$ cat src/hdl/epcd_pkg.sv
// Package for the epoch to calendar date converter: constants, types and month table.
`timescale 1ns / 1ps
`default_nettype none

package epcd_pkg;

	localparam int SubWidth = 18;
	typedef logic [SubWidth-1:0] sub_t;

	localparam int RecipWidth = 26;
	typedef logic [RecipWidth-1:0] recip_t;

	localparam sub_t SecsPerDay  = 18'd86400;
	localparam sub_t SecsPerHour = 18'd3600;
	localparam sub_t SecsPerMin  = 18'd60;
	localparam sub_t DaysLeap    = 18'd366;
	localparam sub_t DaysCommon  = 18'd365;

	// rounded-up reciprocals of 675, 225 and 15, quotient at bit 35, 21 and 14
	localparam recip_t RecipDay  = 26'd50903317;
	localparam recip_t RecipHour = 26'd9321;
	localparam recip_t RecipMin  = 26'd1093;

	// 1970 taken modulo 4, 100 and 400
	localparam logic [1:0] EpochMod4   = 2'd2;
	localparam logic [6:0] EpochMod100 = 7'd70;
	localparam logic [8:0] EpochMod400 = 9'd370;

	localparam logic [7:0] YearLimit = 8'd255;
	localparam logic [3:0] MonthDec  = 4'd11;
	localparam logic [3:0] MonthFeb  = 4'd1;

	// month index from 0
	function automatic logic [4:0] month_len(input logic [3:0] m, input logic leap);
		logic [4:0] len;
		case (m)
			4'd0, 4'd2, 4'd4, 4'd6, 4'd7, 4'd9, 4'd11: len = 5'd31;
			4'd3, 4'd5, 4'd8, 4'd10: len = 5'd30;
			4'd1: len = leap ? 5'd29 : 5'd28;
			default: len = 5'd31;
		endcase
		return len;
	endfunction

endpackage

`default_nettype wire

$ cat src/hdl/epoch_to_calendar_date.sv
// Epoch to calendar date converter: top level with sequencer, shared multiplier and subtractor.
//
// Converts an unsigned 32-bit count of seconds since 1970-01-01 00:00:00 into second,
// minute, hour, day of month, month and years since 1970 (full Gregorian leap rule).
// One 25 x 26 multiplier and one 18-bit subtract and compare unit do all the work: each
// division by 86400, 3600 and 60 is a rounded-up reciprocal multiply, a multiply back and
// a subtract for the remainder, then one year length per cycle and one month length per
// cycle. A finished result waits in the final state while the output register holds a
// stalled result. The next word can be accepted in the cycle after the result is written.
// One word is in work at a time; a finished result sits in the output register while the
// next word is accepted.
`timescale 1ns / 1ps
`default_nettype none

module epoch_to_calendar_date (
	input  wire logic        clk,
	input  wire logic        arst_n,
	input  wire logic        in_valid,
	output logic             in_stall,
	input  wire logic [31:0] epoch_seconds,
	output logic             out_valid,
	input  wire logic        out_stall,
	output logic [5:0]       second_of_minute,
	output logic [5:0]       minute_of_hour,
	output logic [4:0]       hour_of_day,
	output logic [4:0]       day_of_month,
	output logic [3:0]       month_of_year,
	output logic [7:0]       years_since_1970
);

	typedef enum logic [2:0] {ST_IDLE, ST_DIV, ST_YEAR, ST_MONTH, ST_FIN} state_t;
	typedef enum logic [1:0] {PH_DAY, PH_HOUR, PH_MIN} phase_t;
	typedef enum logic [1:0] {SU_RECIP, SU_BACK, SU_REM} step_t;

	state_t      state_q;
	phase_t      phase_q;
	step_t       step_q;
	logic [16:0] acc_q;
	logic [31:0] dvd_q;
	logic [50:0] prod_q;
	logic [15:0] days_q;
	logic [5:0]  sec_q;
	logic [5:0]  min_q;
	logic [4:0]  hour_q;
	logic [7:0]  yr_q;
	logic [3:0]  month_q;
	logic [1:0]  mod4_q;
	logic [6:0]  mod100_q;
	logic [8:0]  mod400_q;

	logic                out_valid_q;
	logic [5:0]          out_sec_q;
	logic [5:0]          out_min_q;
	logic [4:0]          out_hour_q;
	logic [4:0]          out_day_q;
	logic [3:0]          out_month_q;
	logic [7:0]          out_year_q;

	epcd_pkg::sub_t      sub_a;
	epcd_pkg::sub_t      sub_b;
	epcd_pkg::sub_t      divisor;
	epcd_pkg::recip_t    recip;
	logic [epcd_pkg::SubWidth:0] diff;
	logic                fits;
	logic                leap;
	logic [24:0]         scaled;
	logic [15:0]         quot;
	logic [16:0]         rem_src;
	logic [24:0]         mul_a;
	logic [25:0]         mul_b;
	logic [50:0]         product;
	logic                in_acc;
	logic                out_free;

	assign in_stall = (state_q != ST_IDLE);
	assign in_acc   = in_valid && !in_stall;
	assign out_free = !out_valid_q || !out_stall;

	assign leap = (mod4_q == 2'd0) && ((mod100_q != 7'd0) || (mod400_q == 9'd0));

	always_comb begin
		case (phase_q)
			PH_DAY: begin
				divisor = epcd_pkg::SecsPerDay;
				recip   = epcd_pkg::RecipDay;
				scaled  = dvd_q[31:7];
				quot    = prod_q[50:35];
				rem_src = dvd_q[16:0];
			end
			PH_HOUR: begin
				divisor = epcd_pkg::SecsPerHour;
				recip   = epcd_pkg::RecipHour;
				scaled  = {12'd0, acc_q[16:4]};
				quot    = prod_q[36:21];
				rem_src = acc_q;
			end
			default: begin
				divisor = epcd_pkg::SecsPerMin;
				recip   = epcd_pkg::RecipMin;
				scaled  = {15'd0, acc_q[11:2]};
				quot    = prod_q[29:14];
				rem_src = acc_q;
			end
		endcase
	end

	// shared multiplier: reciprocal first, then quotient times divisor
	assign mul_a   = (step_q == SU_RECIP) ? scaled : {9'd0, quot};
	assign mul_b   = (step_q == SU_RECIP) ? recip : {8'd0, divisor};
	assign product = mul_a * mul_b;

	always_comb begin
		case (state_q)
			ST_DIV: begin
				sub_a = {1'b0, rem_src};
				sub_b = {1'b0, prod_q[16:0]};
			end
			ST_YEAR: begin
				sub_a = {2'b00, days_q};
				sub_b = leap ? epcd_pkg::DaysLeap : epcd_pkg::DaysCommon;
			end
			default: begin
				sub_a = {2'b00, days_q};
				sub_b = {13'd0, epcd_pkg::month_len(month_q, leap)};
			end
		endcase
	end

	// shared subtract and compare; remainders are taken modulo 2^17
	assign diff = {1'b0, sub_a} - {1'b0, sub_b};
	assign fits = !diff[epcd_pkg::SubWidth];

	always_ff @(posedge clk or negedge arst_n) begin
		if (!arst_n) begin
			state_q     <= ST_IDLE;
			phase_q     <= PH_DAY;
			step_q      <= SU_RECIP;
			acc_q       <= '0;
			dvd_q       <= '0;
			prod_q      <= '0;
			days_q      <= '0;
			sec_q       <= '0;
			min_q       <= '0;
			hour_q      <= '0;
			yr_q        <= '0;
			month_q     <= '0;
			mod4_q      <= '0;
			mod100_q    <= '0;
			mod400_q    <= '0;
			out_valid_q <= 1'b0;
			out_sec_q   <= '0;
			out_min_q   <= '0;
			out_hour_q  <= '0;
			out_day_q   <= '0;
			out_month_q <= '0;
			out_year_q  <= '0;
		end else begin
			if (out_valid_q && !out_stall && (state_q != ST_FIN)) begin
				out_valid_q <= 1'b0;
			end
			case (state_q)
				ST_IDLE: begin
					if (in_acc) begin
						dvd_q   <= epoch_seconds;
						phase_q <= PH_DAY;
						step_q  <= SU_RECIP;
						state_q <= ST_DIV;
					end
				end
				ST_DIV: begin
					case (step_q)
						SU_RECIP: begin
							prod_q <= product;
							step_q <= SU_BACK;
						end
						SU_BACK: begin
							prod_q <= product;
							step_q <= SU_REM;
							case (phase_q)
								PH_DAY:  days_q <= quot;
								PH_HOUR: hour_q <= quot[4:0];
								default: min_q  <= quot[5:0];
							endcase
						end
						default: begin
							step_q <= SU_RECIP;
							case (phase_q)
								PH_DAY: begin
									acc_q   <= diff[16:0];
									phase_q <= PH_HOUR;
								end
								PH_HOUR: begin
									acc_q   <= diff[16:0];
									phase_q <= PH_MIN;
								end
								default: begin
									sec_q    <= diff[5:0];
									yr_q     <= '0;
									mod4_q   <= epcd_pkg::EpochMod4;
									mod100_q <= epcd_pkg::EpochMod100;
									mod400_q <= epcd_pkg::EpochMod400;
									phase_q  <= PH_DAY;
									state_q  <= ST_YEAR;
								end
							endcase
						end
					endcase
				end
				ST_YEAR: begin
					if (fits && (yr_q != epcd_pkg::YearLimit)) begin
						days_q   <= diff[15:0];
						yr_q     <= yr_q + 8'd1;
						mod4_q   <= mod4_q + 2'd1;
						mod100_q <= (mod100_q == 7'd99) ? 7'd0 : mod100_q + 7'd1;
						mod400_q <= (mod400_q == 9'd399) ? 9'd0 : mod400_q + 9'd1;
					end else begin
						month_q <= '0;
						state_q <= ST_MONTH;
					end
				end
				ST_MONTH: begin
					if (fits && (month_q != epcd_pkg::MonthDec)) begin
						days_q  <= diff[15:0];
						month_q <= month_q + 4'd1;
					end else begin
						state_q <= ST_FIN;
					end
				end
				ST_FIN: begin
					if (out_free) begin
						out_sec_q   <= sec_q;
						out_min_q   <= min_q;
						out_hour_q  <= hour_q;
						out_day_q   <= days_q[4:0] + 5'd1;
						out_month_q <= month_q + 4'd1;
						out_year_q  <= yr_q;
						out_valid_q <= 1'b1;
						state_q     <= ST_IDLE;
					end
				end
				default: state_q <= ST_IDLE;
			endcase
		end
	end

	assign out_valid        = out_valid_q;
	assign second_of_minute = out_sec_q;
	assign minute_of_hour   = out_min_q;
	assign hour_of_day      = out_hour_q;
	assign day_of_month     = out_day_q;
	assign month_of_year    = out_month_q;
	assign years_since_1970 = out_year_q;

	a_accept_starts_div: assert property (@(posedge clk) disable iff (!arst_n)
		in_acc |=> (state_q == ST_DIV) && (phase_q == PH_DAY) && (step_q == SU_RECIP))
		else $error("accepted word did not start the division");

	a_result_from_fin: assert property (@(posedge clk) disable iff (!arst_n)
		$rose(out_valid_q) |-> $past(state_q == ST_FIN))
		else $error("result raised outside the final step");

	a_month_bound: assert property (@(posedge clk) disable iff (!arst_n)
		(state_q == ST_MONTH) |-> (month_q <= epcd_pkg::MonthDec))
		else $error("month index past December");

	a_day_in_month: assert property (@(posedge clk) disable iff (!arst_n)
		(state_q == ST_FIN) |-> (days_q <= 16'd30))
		else $error("day remainder too large at the end");

	a_no_overwrite: assert property (@(posedge clk) disable iff (!arst_n)
		(out_valid_q && out_stall) |=> out_valid_q && $stable(out_day_q))
		else $error("pending result overwritten");

endmodule

`default_nettype wire

$ cat config.mk
export PLATFORM = sky130hd
export DESIGN_NAME = epoch_to_calendar_date
export DESIGN_NICKNAME = d
export VERILOG_FILES = /design/src/hdl/epcd_pkg.sv /design/src/hdl/epoch_to_calendar_date.sv
export SDC_FILE = /design/constraint.sdc
export NUM_CORES = 1
export LEC_CHECK = 0
export ABC_AREA = 1
export BUFFER_PORTS_ARGS = -buffer_cell sky130_fd_sc_hd__buf_2
export CAP_MARGIN = 10
export CELL_PAD_IN_SITES_DETAIL_PLACEMENT = 1
export CELL_PAD_IN_SITES_GLOBAL_PLACEMENT = 2
export CORE_ASPECT_RATIO = 0.5
export CORE_UTILIZATION = 30
export CTS_CLUSTER_SIZE = 25
export DETAILED_ROUTE_END_ITERATION = 10
export GPL_TIMING_DRIVEN = 0
export PLACE_DENSITY = 0.63
export SLEW_MARGIN = 15
export SYNTH_ARGS = -nofsm -noshare
export SYNTH_HDL_FRONTEND = slang
export SYNTH_SLANG_ARGS = --single-unit
$ cat constraint.sdc
create_clock -name clk -period 15.7 [get_ports clk]
set_clock_uncertainty 0.15 [all_clocks]
set_input_delay 3.14 -clock clk [delete_from_list [all_inputs] [get_ports clk]]
set_output_delay 3.14 -clock clk [all_outputs]
set_load 0.05 [all_outputs]
==> flow_summary.yaml, run 1 <==
sta:
  max_freq_mhz: 106
  rsz0062_at_grt: "false"
  period_minus_slack_ns: 9.42
  drv_slew: 0
  setup_ws_ns: 6.28
  finalHoldViolCount: 0
  worst_pin_slew_ns: 1.19
  fin_crit_sh_pct: 60.0
  setup_viol: 0
  finalSetupTns_ns: 0
  max_slew_margin_pct: 20.7
placement:
  dpl.hpwl_um: 89800
  gp_congestion: 0.932
  post-place-ws_ns: 6.30
  dpl.cell_count: 4979
  placed_area_um2: 30000
  io_buffers: 71
worst_setup_path:
  required_ns: 16.03
  ff2ff_path_depth: 31
  arrival_ns: 9.75
  critPathSlowestCell: "nor2_1"
  cp.depth: 31
  critPathKind: "flip-flop to flip-flop"
  cp_common_cell: "fa_1"
  slowest_delay_ns: 0.66
  crit_family: "adder cells"
  cp_max_fo: 10
  crit_path_end_kind: "flip-flop"
  startpoint_type: "flip-flop"
  path_buf_inv: 9
drt:
  vias_per_cell: 4.57
  post_drt_wl_per_cell_um: 20.5
  drt_iter0_markers: 1277
  wl_um: 103000
  drc_errors: 0
  drt-pass1-iter-count: 5
  vias: 23000
  ant_nets: 0
clock_network:
  post-cts-setup-buffers: 0
  cts_tree: "built"
  h-tree-depth: 1
  clock-sinks: 205
  clk_pin_slew_worst_paths_ns: 0.07
  insertion_delay_ns: 0.61
  cts-root-buf: "clkbuf_16"
  clk_path_buf_depth: 3
  ctsHoldBuffers: 0
  cts_buffers: 26
  cts_resized: 0
global_route:
  first_global_vias: 24600
  grt_pass1_wl_um: 156000
  antenna_found_initial: 2
  grt_use_total_pct: 22.5
  grt-ovfl-total: 0
  grt_max_degree: 83
layout:
  n_antenna_cell: 0
  syn2layout_area_growth_pct: 11.4
  fin_nets: 4457
  final_cell_area_um2: 31000
  drive_gt1_share_pct: 5.68
  stdcell_count: 5025
synthesis:
  syn_avg_cell_area_um2: 7.74
  synth_edf_count: 0
  async_flop_share_pct: 100
  synth-seq-cells: 205
  syn_inst: 3593
  yosys_warnings: 0
  synth_seq_area_share_pct: 18.5
  ys.flop_type: "dfrtp_1"
  synth_common_cells: "923 x nand2_1, 904 x inv_1, 378 x fa_1"
  synth_top_area_share_pct: 27.2
  synth_most_common_cell: "nand2_1"
  synth_area_um2: 27800
  yosysTopAreaCell: "fa_1"
  synthTopCellsByArea: "fa_1 27%, dfrtp_1 18%, nand2_1 12%"
  synth_cell_type_count: 48
hold_path:
  hold_depth: 2
  hp-class: "flip-flop to flip-flop"
outcome:
  status: "finished clean"
floorplan:
  num_rows: 78
  dieArea_um2: 94000
  num_io_pins: 72
  die_h_um: 217
  fp.coreArea_um2: 91200
  start_util_pct: 30.5
  die_w_um: 432
flow_run:
  drv_cap: 0
[stage by stage]
step / hold slack, ns / util [%]
floorplan: 0.292 / -
global placement: 0.302 / 32.9
detailed placement: 0.304 / 33.0
CTS: 0.321 / 34.0
global route: 0.345 / 34.0
finish: 0.312 / 34.0
[final timing paths]
kind	slack [ns]	from	endpoint
hold / removal	0.31	hour_of_day[0]	hour_of_day[0]
min in group asynchronous	2.33	arst_n	mod100_q[1]
setup reg to reg	6.28	phase_q[1]	prod_q[42]
setup / recovery	6.28	phase_q[1]	prod_q[42]
max in group asynchronous	11.86	arst_n	dvd_q[21]
hold reg to reg	0.31	hour_of_day[0]	hour_of_day[0]
[cells by family after synthesis]
kind of cell | count (synthesis) | synth area share [%]
and+or+nand+nor | 1441 | 21.1
buffers and inverters | 979 | 13.4
other | 2 | 0.0270
muxes | 30 | 1.21
AOI/OAI and AO/OA | 247 | 5.02
adders and majority gates | 654 | 39.6
xor gates and xnor gates | 35 | 1.10
DFF | 205 | 18.5
[final cells by class]
type	instances	area (µm²)
Clock inverter	11	158
Buffer	64	302
Multi-Input combinational cell	2482	19200
Sequential cell	205	5130
Timing Repair Buffer	73	420
Fill cell	11300	60200
Clock buffer	35	754
Inverter	915	3440
Tap cell	1240	1550
[tightest hold or removal path: cells and delay by family (launching register included)]
kind          cells  cell delay, ns
simple gates      2            0.09
flops             1            0.34
[state kept, by name, summed over array words and instances, names as in the netlist, 7 cells and up]
name,count
prod_q,51
dvd_q,32
acc_q,17
days_q,16
mod400_q,9
years_since_1970,8
yr_q,8
mod100_q,7
[routing by layer]
layer / track usage [%] / vias up / wire (µm)
li1: - / 11000 / -
met1: 31.4 / 11500 / 49300
met2: 37.1 / 332 / 47700
met3: 2.89 / 92 / 3680
met4: 4.80 / 0 / 2340
met5: 0 / - / 0
[cells in the final DEF, fill, tap and decap left out, types with 5 or more instances in the layout]
master and count:
nor2_2 5, clkbuf_16 26, fa_1 378, ha_1 276, o21ai_0 113, mux2_2 29, clkbuf_1 35, and2_1 5
buf_4 5, a21oi_1 63, nand4_1 32, xnor2_1 18, o21bai_1 15, conb_1 75, buf_2 92, o211ai_1 8
inv_1 904, o22ai_1 17, or2_2 12, nor3_1 14, nand3_1 137, nand3b_1 10, clkbuf_8 7, dfrtp_1 205
inv_2 8, o221ai_1 6, nand2_1 923, nor2_1 289, xor2_1 17, o21ai_1 6
Power of run 1 is left out: the tool's default activity adds up to more than one toggle a clock period on the data nets, which glitch-free logic cannot reach.
==> run 2, diff against run 1 <==
Clock period 15.7 ns to 9.1 ns, I/O delays scaled along.
==> run 2 against run 1 <==
  * Register-to-register slack lost 5.9 ns
  * Flip-flop and latch count is the same
  * Setup slack lost 5.9 ns
  * Critical path depth grew 2
  * Final cell count is essentially flat
  * Design area grew 0.57%
  * Wire length grew 0.12%
  * Global-route usage is the same
  * Non-clock buffer count grew 4
  * Highest routed layer unchanged
==> flow_summary.yaml, run 2 (synthesized netlist as in run 1, its figures left out) <==
hold_path:
  hp-class: "flip-flop to flip-flop"
  hp-start: "hour_of_day[0]"
clock_network:
  clock-sinks: 205
  cts-root-buf: "clkbuf_16"
  insertion_delay_ns: 0.61
  cts_buffers: 26
  cts_tree: "built"
  clk_path_buf_depth: 3
  clk_pin_slew_worst_paths_ns: 0.06
  h-tree-depth: 1
layout:
  stdcell_count: 5029
  postLayoutCoreUtil_pct: 34.2
  n_antenna_cell: 0
  final_common_cell: "nand2_1"
  largest_reg_flops: 51
  largest-register: "prod_q"
  final_cell_area_um2: 31100
  fin_nets: 4461
  fillers: 11200
  reg_top3: "prod_q x51, dvd_q x32, acc_q x17"
  final_cell_mix: "921 x nand2_1, 904 x inv_1, 378 x fa_1"
  syn2layout_area_growth_pct: 12.0
  drive_gt1_share_pct: 6.49
drt:
  wl_um: 103000
  wl_met3_um: 3710
  ant_nets: 0
  met2_length_um: 47800
  routed.top_layer: "met4"
  drc_errors: 0
  drt-pass1-iter-count: 5
  vias: 22900
  wl_met1_um: 49400
  drt_iter0_markers: 1345
  vias_per_cell: 4.55
  post_drt_wl_per_cell_um: 20.5
sta:
  finalHoldViolCount: 0
  max_freq_mhz: 114
  period_minus_slack_ns: 8.77
  max_slew_margin_pct: 27.6
  worst_pin_slew_ns: 1.08
  drv_slew: 0
  setup_viol: 0
  whs_ns: 0.312
  fin_crit_sh_pct: 96.3
worst_setup_path:
  critPathSlowestCell: "fa_1"
  crit_path_end_kind: "flip-flop"
  cp-startpoint: "phase_q[0]"
  reg2reg_slack_ns: 0.33
  critPathKind: "flip-flop to flip-flop"
  rr_startpoint: "phase_q[0]"
  cp_common_cell: "fa_1"
  cp_max_fo: 10
  required_ns: 9.43
  arrival_ns: 9.09
  slowest_delay_ns: 0.59
  startpoint_type: "flip-flop"
global_route:
  grt_pass1_wl_um: 156000
  grt-ovfl-total: 0
  antenna_found_initial: 2
  grt_max_degree: 83
  first_global_vias: 24600
  grt_use_total_pct: 22.5
placement:
  io_buffers: 71
  dpl.hpwl_um: 89800
  gp_congestion: 0.932
  dpl.cell_count: 4979
  placed_area_um2: 30000
outcome:
  status: "finished clean"
floorplan:
  start_util_pct: 30.5
  dieArea_um2: 94000
  fp.coreArea_um2: 91200
  die_h_um: 217
  num_io_pins: 72
  die_w_um: 432
  num_rows: 78
flow_run:
  drv_cap: 0
[run 2: path summary, 6_finish.rpt]
| kind | cells after the start | endpoint |
|---|---|---|
| setup / recovery | 33 | prod_q[42] |
| min in group asynchronous | 1 | mod100_q[1] |
| setup reg to reg | 33 | prod_q[42] |
| hold reg to reg | 2 | hour_of_day[0] |
| max in group asynchronous | 3 | dvd_q[21] |
| hold / removal | 2 | hour_of_day[0] |
[run 2: area by class of cell]
class                      count  area [µm²]  area share, %
timing repair buffer          77         450           1.45
buffer                        64         309          0.992
multi-input combinational   2482       19400           62.1
tap                         1240        1550           4.98
clock buffer                  35         754           2.42
clock inverter                11         158          0.506
sequential                   205        5130           16.5
inverter                     915        3440           11.0
[run 2: worst max-delay path: cells and delay by family, from the launching register on]
family	cells	cell delay, ns
DFF	1	0.36
adders and majority gates	8	3.85
buffers and inverters	10	1.34
and+or+nand+nor	14	2.54
AOI/OAI and AO/OA	1	0.40
[run 2: metrics by stage]
stage                      TNS, ns  setup WS (ns)
after global routing      -0.00266       -0.00266
after detailed placement    -0.432         -0.300
after floorplan                  0           2.26
after CTS                        0         0.0252
after global placement      -0.381         -0.237
final                            0          0.334
[run 2: repair_timing]
item / CTS / global route
endpoints found under the setup margin: 9 / 20
pin swaps: 0 / 3
resized for setup: 8 / 31
hold buffers: 0 / 0
cloned: 0 / 0
setup buffers: 0 / 4
[run 2: layer usage]
layer	global-route usage [%]	vias up
li1	-	11000
met1	31.4	11500
met2	37.1	337
met3	2.89	86
met4	4.80	0
met5	0	-
Power of run 2 is left out for the same reason.
